[config.mk]
export PLATFORM = sky130hd
export DESIGN_NAME = four_channel_match_timer_unit
export DESIGN_NICKNAME = d
export VERILOG_FILES = /design/src/fcmt_pkg.sv /design/src/four_channel_match_timer_unit.sv
export SDC_FILE = /design/constraint.sdc
export NUM_CORES = 2
export LEC_CHECK = 0
export ABC_CLOCK_PERIOD_IN_PS = 4120
export BUFFER_PORTS_ARGS = -buffer_cell sky130_fd_sc_hd__buf_2
export CORE_UTILIZATION = 40
export DETAILED_ROUTE_END_ITERATION = 10
export PLACE_DENSITY = 0.66
export SLEW_MARGIN = 40
export SYNTH_ARGS = -nofsm -noshare
export SYNTH_HDL_FRONTEND = slang
export SYNTH_SLANG_ARGS = --single-unit
[constraint.sdc]
create_clock -name aclk -period 4.12 [get_ports aclk]
set_input_delay 0.206 -clock aclk [delete_from_list [all_inputs] [get_ports aclk]]
set_output_delay 0.206 -clock aclk [all_outputs]
set_load 0.02 [all_outputs]
[src/fcmt_pkg.sv]
// Shared widths, register map codes and helpers for the four channel match timer.
package fcmt_pkg;

    localparam int NUM_CHANNELS = 4;
    localparam int COUNT_WIDTH  = 32;

    localparam int WORD_W  = 32;
    localparam int ADDR_W  = 9;
    localparam int FUNC_W  = 2;
    localparam int ALIAS_W = 4;
    localparam int SEL_W   = ADDR_W - ALIAS_W;
    localparam int SLOT_W  = 2;
    localparam int DIR_W   = 4 * NUM_CHANNELS;
    localparam int ACT_W   = 3 * NUM_CHANNELS;
    localparam int HOLD_LSB = 4;

    // stream word layouts
    localparam int S_TDATA_W = ((ADDR_W + WORD_W + 7) / 8) * 8;
    localparam int M_TDATA_W = ((WORD_W + 1 + 7) / 8) * 8;

    typedef logic [FUNC_W-1:0]  func_t;
    typedef logic [ALIAS_W-1:0] alias_t;
    typedef logic [SEL_W-1:0]   reg_sel_t;

    localparam func_t FUNC_TICK  = 2'd0;
    localparam func_t FUNC_READ  = 2'd1;
    localparam func_t FUNC_WRITE = 2'd2;

    localparam alias_t ALIAS_WR  = 4'h0;
    localparam alias_t ALIAS_SET = 4'h4;
    localparam alias_t ALIAS_CLR = 4'h8;

    localparam reg_sel_t REG_IR   = 5'h00;
    localparam reg_sel_t REG_TCR  = 5'h01;
    localparam reg_sel_t REG_DIR  = 5'h02;
    localparam reg_sel_t REG_CNT0 = 5'h03;
    localparam reg_sel_t REG_CNT3 = 5'h06;
    localparam reg_sel_t REG_PR   = 5'h07;
    localparam reg_sel_t REG_PC   = 5'h08;
    localparam reg_sel_t REG_MCR  = 5'h09;
    localparam reg_sel_t REG_MAT0 = 5'h0A;
    localparam reg_sel_t REG_MAT3 = 5'h0D;

    localparam logic [1:0] DIR_DOWN = 2'b01;

    // plain write, set-bits alias or clear-bits alias
    function automatic logic [WORD_W-1:0] merge(input logic [WORD_W-1:0] old_val,
                                                input logic [WORD_W-1:0] w,
                                                input alias_t alias_code);
        logic [WORD_W-1:0] res;
        case (alias_code)
            ALIAS_SET: res = old_val | w;
            ALIAS_CLR: res = old_val & ~w;
            default:   res = w;
        endcase
        return res;
    endfunction

endpackage

[src/four_channel_match_timer_unit.sv]
// Four channel match timer: prescaler, counters, match control and register access.
//
//  channel | dir | ports                           | word contents (low bit up)
//  --------+-----+---------------------------------+-----------------------------------
//  s_      | in  | s_tvalid s_tready s_tdata s_tuser | tdata: addr[8:0] wdata[40:9];
//          |     |                                 | tuser: func[1:0]
//  m_      | out | m_tvalid m_tready m_tdata       | tdata: rdata[31:0] irq[32]
//
// Flow: one word accepted every cycle while m_tready is high; a result word is
// valid once it moves from the input register into the result register. All
// timer state updates in combinational logic between the two registers.
// Reset: aresetn low, synchronous; clears all timer state and both valid flags.
// Stalls: when m_tready is low the result register holds and the input
// register keeps one more word, then s_tready drops.
module four_channel_match_timer_unit (
    input  logic                             aclk,
    input  logic                             aresetn,
    input  logic                             s_tvalid,
    output logic                             s_tready,
    input  logic [fcmt_pkg::S_TDATA_W-1:0]   s_tdata,   // addr[8:0], wdata[40:9]
    input  logic [fcmt_pkg::FUNC_W-1:0]      s_tuser,   // func[1:0]
    output logic                             m_tvalid,
    input  logic                             m_tready,
    output logic [fcmt_pkg::M_TDATA_W-1:0]   m_tdata    // rdata[31:0], irq[32]
);
    import fcmt_pkg::*;

    // input register
    logic                in_valid_reg;
    func_t               func_reg;
    logic [ADDR_W-1:0]   addr_reg;
    logic [WORD_W-1:0]   wdata_reg;

    // result register
    logic                out_valid_reg;
    logic [WORD_W-1:0]   rdata_reg, rdata_next;
    logic                irq_reg, irq_next;

    // timer state
    logic [NUM_CHANNELS-1:0] flags_reg, flags_next;
    logic [NUM_CHANNELS-1:0] run_reg, run_next;
    logic [NUM_CHANNELS-1:0] hold_reg, hold_next;
    logic [DIR_W-1:0]        dir_reg, dir_next;
    logic [WORD_W-1:0]       pl_reg, pl_next;
    logic [WORD_W-1:0]       pc_reg, pc_next;
    logic [ACT_W-1:0]        act_reg, act_next;
    logic [COUNT_WIDTH-1:0]  mat_reg [NUM_CHANNELS];
    logic [COUNT_WIDTH-1:0]  mat_next [NUM_CHANNELS];
    logic [COUNT_WIDTH-1:0]  cnt_reg [NUM_CHANNELS];
    logic [COUNT_WIDTH-1:0]  cnt_next [NUM_CHANNELS];

    logic advance;

    // the item in the input register moves on whenever the result slot frees up
    assign advance  = in_valid_reg && (!out_valid_reg || m_tready);
    assign s_tready = !in_valid_reg || advance;
    assign m_tvalid = out_valid_reg;
    assign m_tdata  = M_TDATA_W'({irq_reg, rdata_reg});

    always_comb begin
        alias_t                  alias_v;
        reg_sel_t                sel;
        logic                    alias_ok;
        logic                    wr;
        logic [NUM_CHANNELS-1:0] active;
        logic [2:0]              acts;
        logic                    down;
        logic [COUNT_WIDTH-1:0]  step;
        logic [SLOT_W-1:0]       slot;
        logic [WORD_W-1:0]       tcr_v;

        flags_next = flags_reg;
        run_next   = run_reg;
        hold_next  = hold_reg;
        dir_next   = dir_reg;
        pl_next    = pl_reg;
        pc_next    = pc_reg;
        act_next   = act_reg;
        mat_next   = mat_reg;
        cnt_next   = cnt_reg;
        rdata_next = '0;

        alias_v  = addr_reg[ALIAS_W-1:0];
        sel      = addr_reg[ADDR_W-1:ALIAS_W];
        alias_ok = (alias_v == ALIAS_WR) || (alias_v == ALIAS_SET) || (alias_v == ALIAS_CLR);
        wr       = (func_reg == FUNC_WRITE);
        active   = run_reg & ~hold_reg;
        slot     = '0;
        tcr_v    = WORD_W'(run_reg) | (WORD_W'(hold_reg) << HOLD_LSB);
        acts     = '0;
        down     = 1'b0;
        step     = '0;

        case (func_reg)
            FUNC_TICK: begin
                for (int i = 0; i < NUM_CHANNELS; i++) begin
                    if (hold_reg[i]) begin
                        cnt_next[i] = '0;
                    end
                end
                if (active != '0) begin
                    if (pc_reg >= pl_reg) begin
                        pc_next = '0;
                        for (int i = 0; i < NUM_CHANNELS; i++) begin
                            if (active[i]) begin
                                acts = act_reg[3*i +: 3];
                                down = (dir_reg[4*i +: 2] == DIR_DOWN);
                                step = down ? cnt_reg[i] - COUNT_WIDTH'(1)
                                            : cnt_reg[i] + COUNT_WIDTH'(1);
                                if (cnt_reg[i] == mat_reg[i]) begin
                                    // match: flag, reset, stop
                                    if (acts[0]) flags_next[i] = 1'b1;
                                    if (acts[1]) begin
                                        cnt_next[i] = '0;
                                    end else if (!acts[2]) begin
                                        cnt_next[i] = step;
                                    end
                                    if (acts[2]) run_next[i] = 1'b0;
                                end else begin
                                    cnt_next[i] = step;
                                end
                            end
                        end
                    end else begin
                        pc_next = pc_reg + WORD_W'(1);
                    end
                end
            end
            FUNC_READ, FUNC_WRITE: begin
                if (alias_ok) begin
                    unique case (sel) inside
                        REG_IR: begin
                            if (wr) begin
                                // plain write clears the bits written as 1
                                flags_next = (alias_v == ALIAS_SET)
                                           ? flags_reg | wdata_reg[NUM_CHANNELS-1:0]
                                           : flags_reg & ~wdata_reg[NUM_CHANNELS-1:0];
                            end else begin
                                rdata_next = WORD_W'(flags_reg);
                            end
                        end
                        REG_TCR: begin
                            if (wr) begin
                                tcr_v     = merge(tcr_v, wdata_reg, alias_v);
                                run_next  = tcr_v[NUM_CHANNELS-1:0];
                                hold_next = tcr_v[HOLD_LSB +: NUM_CHANNELS];
                            end else begin
                                rdata_next = tcr_v;
                            end
                        end
                        REG_DIR: begin
                            if (wr) begin
                                dir_next = DIR_W'(merge(WORD_W'(dir_reg), wdata_reg, alias_v));
                            end else begin
                                rdata_next = WORD_W'(dir_reg);
                            end
                        end
                        [REG_CNT0:REG_CNT3]: begin
                            slot = SLOT_W'(sel - REG_CNT0);
                            if (!wr) begin
                                for (int i = 0; i < NUM_CHANNELS; i++) begin
                                    if (slot == SLOT_W'(i)) rdata_next = WORD_W'(cnt_reg[i]);
                                end
                            end
                        end
                        REG_PR: begin
                            if (wr) begin
                                pl_next = merge(pl_reg, wdata_reg, alias_v);
                            end else begin
                                rdata_next = pl_reg;
                            end
                        end
                        REG_PC: begin
                            if (!wr) rdata_next = pc_reg;
                        end
                        REG_MCR: begin
                            if (wr) begin
                                act_next = ACT_W'(merge(WORD_W'(act_reg), wdata_reg, alias_v));
                            end else begin
                                rdata_next = WORD_W'(act_reg);
                            end
                        end
                        [REG_MAT0:REG_MAT3]: begin
                            slot = SLOT_W'(sel - REG_MAT0);
                            for (int i = 0; i < NUM_CHANNELS; i++) begin
                                if (slot == SLOT_W'(i)) begin
                                    if (wr) begin
                                        mat_next[i] = COUNT_WIDTH'(merge(WORD_W'(mat_reg[i]),
                                                                         wdata_reg, alias_v));
                                    end else begin
                                        rdata_next = WORD_W'(mat_reg[i]);
                                    end
                                end
                            end
                        end
                        default: begin
                            // unmapped: read 0, write dropped
                        end
                    endcase
                end
            end
            default: begin
                // unused function code: no effect
            end
        endcase

        // reads never change state
        if (func_reg == FUNC_READ) begin
            flags_next = flags_reg;
        end

        irq_next = |flags_next;
    end

    // input register
    always_ff @(posedge aclk) begin
        if (!aresetn) begin
            in_valid_reg <= 1'b0;
        end else if (s_tready) begin
            in_valid_reg <= s_tvalid;
        end
        if (s_tvalid && s_tready) begin
            func_reg  <= s_tuser;
            addr_reg  <= s_tdata[ADDR_W-1:0];
            wdata_reg <= s_tdata[ADDR_W +: WORD_W];
        end
    end

    // result register
    always_ff @(posedge aclk) begin
        if (!aresetn) begin
            out_valid_reg <= 1'b0;
        end else if (advance) begin
            out_valid_reg <= 1'b1;
        end else if (m_tready) begin
            out_valid_reg <= 1'b0;
        end
        if (advance) begin
            rdata_reg <= rdata_next;
            irq_reg   <= irq_next;
        end
    end

    // timer state
    always_ff @(posedge aclk) begin
        if (!aresetn) begin
            flags_reg <= '0;
            run_reg   <= '0;
            hold_reg  <= '0;
            dir_reg   <= '0;
            pl_reg    <= '0;
            pc_reg    <= '0;
            act_reg   <= '0;
            for (int i = 0; i < NUM_CHANNELS; i++) begin
                mat_reg[i] <= '0;
                cnt_reg[i] <= '0;
            end
        end else if (advance) begin
            flags_reg <= flags_next;
            run_reg   <= run_next;
            hold_reg  <= hold_next;
            dir_reg   <= dir_next;
            pl_reg    <= pl_next;
            pc_reg    <= pc_next;
            act_reg   <= act_next;
            for (int i = 0; i < NUM_CHANNELS; i++) begin
                mat_reg[i] <= mat_next[i];
                cnt_reg[i] <= cnt_next[i];
            end
        end
    end

endmodule

# Word level (Yosys, flattened, before mapping)
# Cells that the tools add are included.
# totals
input_bits,54
ff_bits,438
wordCells,234
# classes
mux,95
order_cmp,5
n_reduce_logical,35
n_addsub,11
n_bitwise,23
n_eq_ne,40
# op_table
cell,n
$mux 32,40
$pmux 32 s2,5
$mux 128,2
$pmux 32 s8,1
$add 32x1->32 const B,5
$and 32x32->32,5
$or 32x32->32,5
$eq 32x32->1,4
$sub 32x1->32 const B,4
$mux 4,13
$reduce_and 10->1,4
$ne 2x2->1 const B,17
$ge 32x32->1,1
$not 32->32,1
$pmux 16 s2,1
$mux 1,26
$pmux 12 s2,1
$reduce_and 6->1,4
$reduce_and 5->1,4
$and 16x16->16,1
$mux 16,1
$or 16x16->16,1
$pmux 4 s2,2
$pmux 8 s2,1
other kinds (35),60

# Longest topological paths before layout
# logic_depth
word_depth,10
ltp_mapped,14
ltp_nobuf,12

# Worst setup path after synthesis
# OpenSTA, ideal clock, no wires.
# synth_path
kind,register to register
startpoint,register dir_reg[8]
endpoint,register cnt_reg[59] (netlist bit)
arrival_time_ps,4050
path_slack_ps,-46
stages_incl_launch_ff,13
n_path_buf,0
setup_ps,116
cell_sequence,dfxtp_1 nor2b_1 ha_1 a211oi_1 o21ai_0 a21oi_1 nor2_1 o31a_1 a211o_1 a31oi_1 xor2_1 nand2_1 a31o_2
# synth_via
elab_chain_len,8
# synth_rtl
item,line_no,rtl
from (decl),four_channel_match_timer_unit.sv:43,"logic [DIR_W-1:0] dir_reg, dir_next;"
from (signal assigned),four_channel_match_timer_unit.sv:262,dir_reg <= dir_next;
$eq 2x1->1 *,four_channel_match_timer_unit.sv:107,down = (dir_reg[4*i +: 2] == DIR_DOWN);
$mux 32 *,four_channel_match_timer_unit.sv:108,step = down ? cnt_reg[i] - COUNT_WIDTH'(1)
$mux 32,four_channel_match_timer_unit.sv:115,end else if (!acts[2]) begin
$mux 32,four_channel_match_timer_unit.sv:113,if (acts[1]) begin
$mux 32 *,four_channel_match_timer_unit.sv:110,if (cnt_reg[i] == mat_reg[i]) begin
$mux 32 *,four_channel_match_timer_unit.sv:105,if (active[i]) begin
$mux 128 *,four_channel_match_timer_unit.sv:102,if (pc_reg >= pl_reg) begin
$mux 128 *,four_channel_match_timer_unit.sv:101,if (active != '0) begin
"to (signal, indexed assignment)",four_channel_match_timer_unit.sv:268,cnt_reg[i] <= cnt_next[i];
to (decl),four_channel_match_timer_unit.sv:49,logic [COUNT_WIDTH-1:0] cnt_reg [NUM_CHANNELS];
# Every way passes the cells marked *; elsewhere a longest branch is shown, timed or not.
# A chain may end at the register's enable or synchronous reset.

# Worst setup path after layout
# layout_path
startpoint,register dir_reg[0]
endpoint,register cnt_reg[125] (netlist bit)
# The elaborated chain is that of the path after synthesis.

==> flow_summary.yaml <==
critical_path:
  crit_path_end_kind: "register"
  rr_endpoint: "cnt_reg[125]"
  path_cells: "nor2b_2 > buf_4 > ha_1 > o211ai_1 > a21oi_1 > nand2_1 > a2111oi_2 > o21ai_0 > a31oi_1 > o21a_1 > nor3_1 > or3b_1 > a311oi_1"
  critical_path.max_stage_delay_ns: 0.49
  crit_required_ns: 4.65
  critical-path-slowest-cell: "a2111oi_2"
  crit_type: "reg2reg"
  cp_max_fo: 11
  r2r-start: "dir_reg[0]"
  r2r_setup_slack_ns: 0.34
  worst_setup_path_start_kind: "register"
  arrival_ns: 4.31
  worstRegToRegCells: 13
power_and_ir_drop:
  internal_power_mw: 7.890
  p_leak_nw: 14.07
  finalPower_mw: 10.37
  p_seq_frac: 0.433
  ir_drop_v: 0.0003126
  switchingPower_mw: 2.483
  comb_power_share: 0.056
  powerDensity_nw_per_um2: 305.5
  power.share.clock: 0.512
  swShare: 0.2394
route:
  dr_total_vias: 29711
  ant_nets: 0
  avgViaCountPerCell: 6.254
  wl_per_cell_um: 24.66
  initialDrtViolationCount: 4672
  drc_errors: 0
  wl_mm: 117.1
  dr.pass1.iters: 9
cells_and_area:
  area_growth_pct: 16.07
  fillers: 6919
  num_antenna_cells: 0
  drive_above_1_share: 0.1197
  fin_cells: 4751
  final_nets: 3974
clock_network:
  clkSinkCount: 438
  clkLatencyLatePin_ns: 0.62
  post_cts_resized: 0
  numCtsBuffers: 51
  clkSlewWorstSetupHoldPaths_ns: 0.06
  clk_path_buf_depth: 3
  cts_tree: "built"
  root_buffer: "clkbuf_16"
  ctsHtreeMaxLevel: 2
floorplan:
  dieArea_um2: 74220
  rows: 98
  io_pins: 96
  fp.dieW_um: 272.4
  start_util: 0.4064
  core_um2: 71980
  die_h_um: 272.4
synthesis:
  synthTopCellsByArea: "dfxtp_1 25%, edfxtp_1 7.8%, a21oi_1 7.6%, ha_1 6.7%, o21ai_0 5.9%"
  synth_enable_flop_cells: 76
  synth_area_leader_cell: "dfxtp_1"
  ys_top_cells_by_count: "447 x a21oi_1, 414 x nor2_1, 362 x dfxtp_1"
  synth_seq_area_share: 0.3258
  syn_area_per_cell_um2: 8.123
  dominantRegCellSynth: "dfxtp_1"
  ys_warn_count: 0
  synth.top_cell.area_share: 0.2477
  syn_inst: 3601
  synth.most_common_cell: "a21oi_1"
  synth-seq-cells: 438
  synth_cell_types: 90
  postSynth.asyncResetShare: 0
  netlist_area_um2: 29250
grt:
  track_usage: 0.3068
  grt_max_degree: 186
  grt_pass1_vias: 27547
  antenna_found_initial: 3
  grt_pass1_wl_mm: 173.2
  grt_overflow: 0
worst_hold_path:
  min_path_type: "in2reg"
  hold_depth: 3
  min_to: "cnt_reg[104]"
  min_from: "aresetn"
timing:
  finalCritPeriodShare: 0.9170
  worst_slew_pin_slew_ns: 0.9321
  fmaxAchievable_ghz: 0.2647
  slew_headroom: 0.3738
  worst_clock_skew_ns: 0.01901
  min_period_ns: 3.778
  rsz0062_at_grt: "no"
  finalHoldViolations: 0
  slew_viol_final: 0
  setup_viol: 0
  setup_tns_ns: 0
run_status:
  status: "finished clean"
placement:
  hpwlAfterDp_mm: 86.06
  place_inst: 4610
  place.gp.congestion: 1.045
  io_buffers: 81
job:
  max_cap_violations: 0
==> power by group through the flow <==
stage | Combinational (mW) | Clock [mW] | Sequential, mW
after detailed placement | 0.522 | 0 | 4.57
final | 0.577 | 5.31 | 4.49
after global routing | 0.609 | 5.49 | 4.49
after floorplan | 0.339 | 0 | 4.54
after global placement | 0.521 | 0 | 4.57
after CTS | 0.559 | 5.32 | 4.48
==> layout make-up <==
type / instances / area [um^2] / share of cell area
clock buffers: 65 / 1413 / 0.04161
clock inverters: 30 / 504.2 / 0.01485
inverters: 78 / 295.3 / 0.008697
multi-input cells: 2888 / 18730 / 0.5516
flip-flops and latches: 438 / 9529 / 0.2807
well taps: 950 / 1189 / 0.03501
repair buffers: 302 / 2295 / 0.06759
==> cells by family after synthesis <==
family,after synthesis,synth area share
AO/OA/AOI/OAI,1253,0.2619
AND/OR/NAND/NOR,1106,0.1721
flip-flops,438,0.3258
XOR/XNOR,293,0.08773
buffers and inverters,281,0.03734
adder cells (fa/ha/maj),161,0.06989
multiplexers,68,0.04513
other,1,0.0001282
==> repair_timing <==
item                      4_1_cts  5_1_grt
hold buffers                   46        0
hold endpoints to repair       45        0
buffers inserted                0        0
==> worst max-delay path by stage <==
stage	startpoint	to	slack [ns]	cells after the start
final	dir_reg[0]	cnt_reg[125]	0.34	13
after global routing	dir_reg[0]	cnt_reg[125]	0.12	13
after CTS	dir_reg[12]	cnt_reg[31]	0.23	12
after detailed placement	dir_reg[12]	cnt_reg[31]	0.25	12
after global placement	dir_reg[12]	cnt_reg[31]	0.30	12
after floorplan	dir_reg[0]	cnt_reg[125]	0.05	12
==> worst max-delay path, delay by kind of cell (launching register included) <==
family / cells / cell delay, ns
compound gates: 7 / 1.81
buf+inv: 1 / 0.28
flops: 1 / 0.35
fa+ha+maj: 1 / 0.23
simple gates: 4 / 1.03
==> per-layer routing <==
metal | vias to the layer above | GRT usage | routed length [um]
met5 | - | 0 | 0
met4 | 0 | 0.1501 | 6233
met3 | 365 | 0.08957 | 15500
met2 | 1850 | 0.4618 | 49700
met1 | 13952 | 0.3997 | 45700
li1 | 13544 | - | -
==> stage by stage <==
stage          utilization  setup WS [ns]  area [um^2]  hold slack, ns
2_1_floorplan            -        0.05222        29280          0.3049
3_3_place_gp        0.4385         0.2989        31560          0.3825
3_5_place_dp        0.4385         0.2458        31560          0.3841
4_1_cts             0.4715         0.2314        33940          0.1137
5_1_grt             0.4717         0.1197        33950          0.1175
6_report            0.4717         0.3421        33950          0.1106
==> layout by cell type, fill, tap and decap left out, types with 28 or more instances in the layout <==
| cell type | n |
|---|---|
| a21oi_1 | 447 |
| nor2_1 | 413 |
| dfxtp_1 | 362 |
| o21ai_0 | 345 |
| nand2_1 | 327 |
| xor2_1 | 186 |
| buf_4 | 167 |
| ha_1 | 157 |
| xnor2_1 | 107 |
| buf_2 | 80 |
| edfxtp_1 | 76 |
| inv_1 | 74 |
| nand3_1 | 67 |
| a21o_1 | 62 |
| clkbuf_16 | 54 |
| a22oi_1 | 52 |
| mux4_2 | 51 |
| a31oi_1 | 49 |
| dlygate4sd3_1 | 46 |
| nor3_1 | 42 |
| nor4_1 | 38 |
| a222oi_1 | 36 |
| nand4_1 | 34 |
| a211oi_1 | 33 |
| and3_1 | 33 |
| nand2b_1 | 28 |
(Power assumes the default switching activity.)
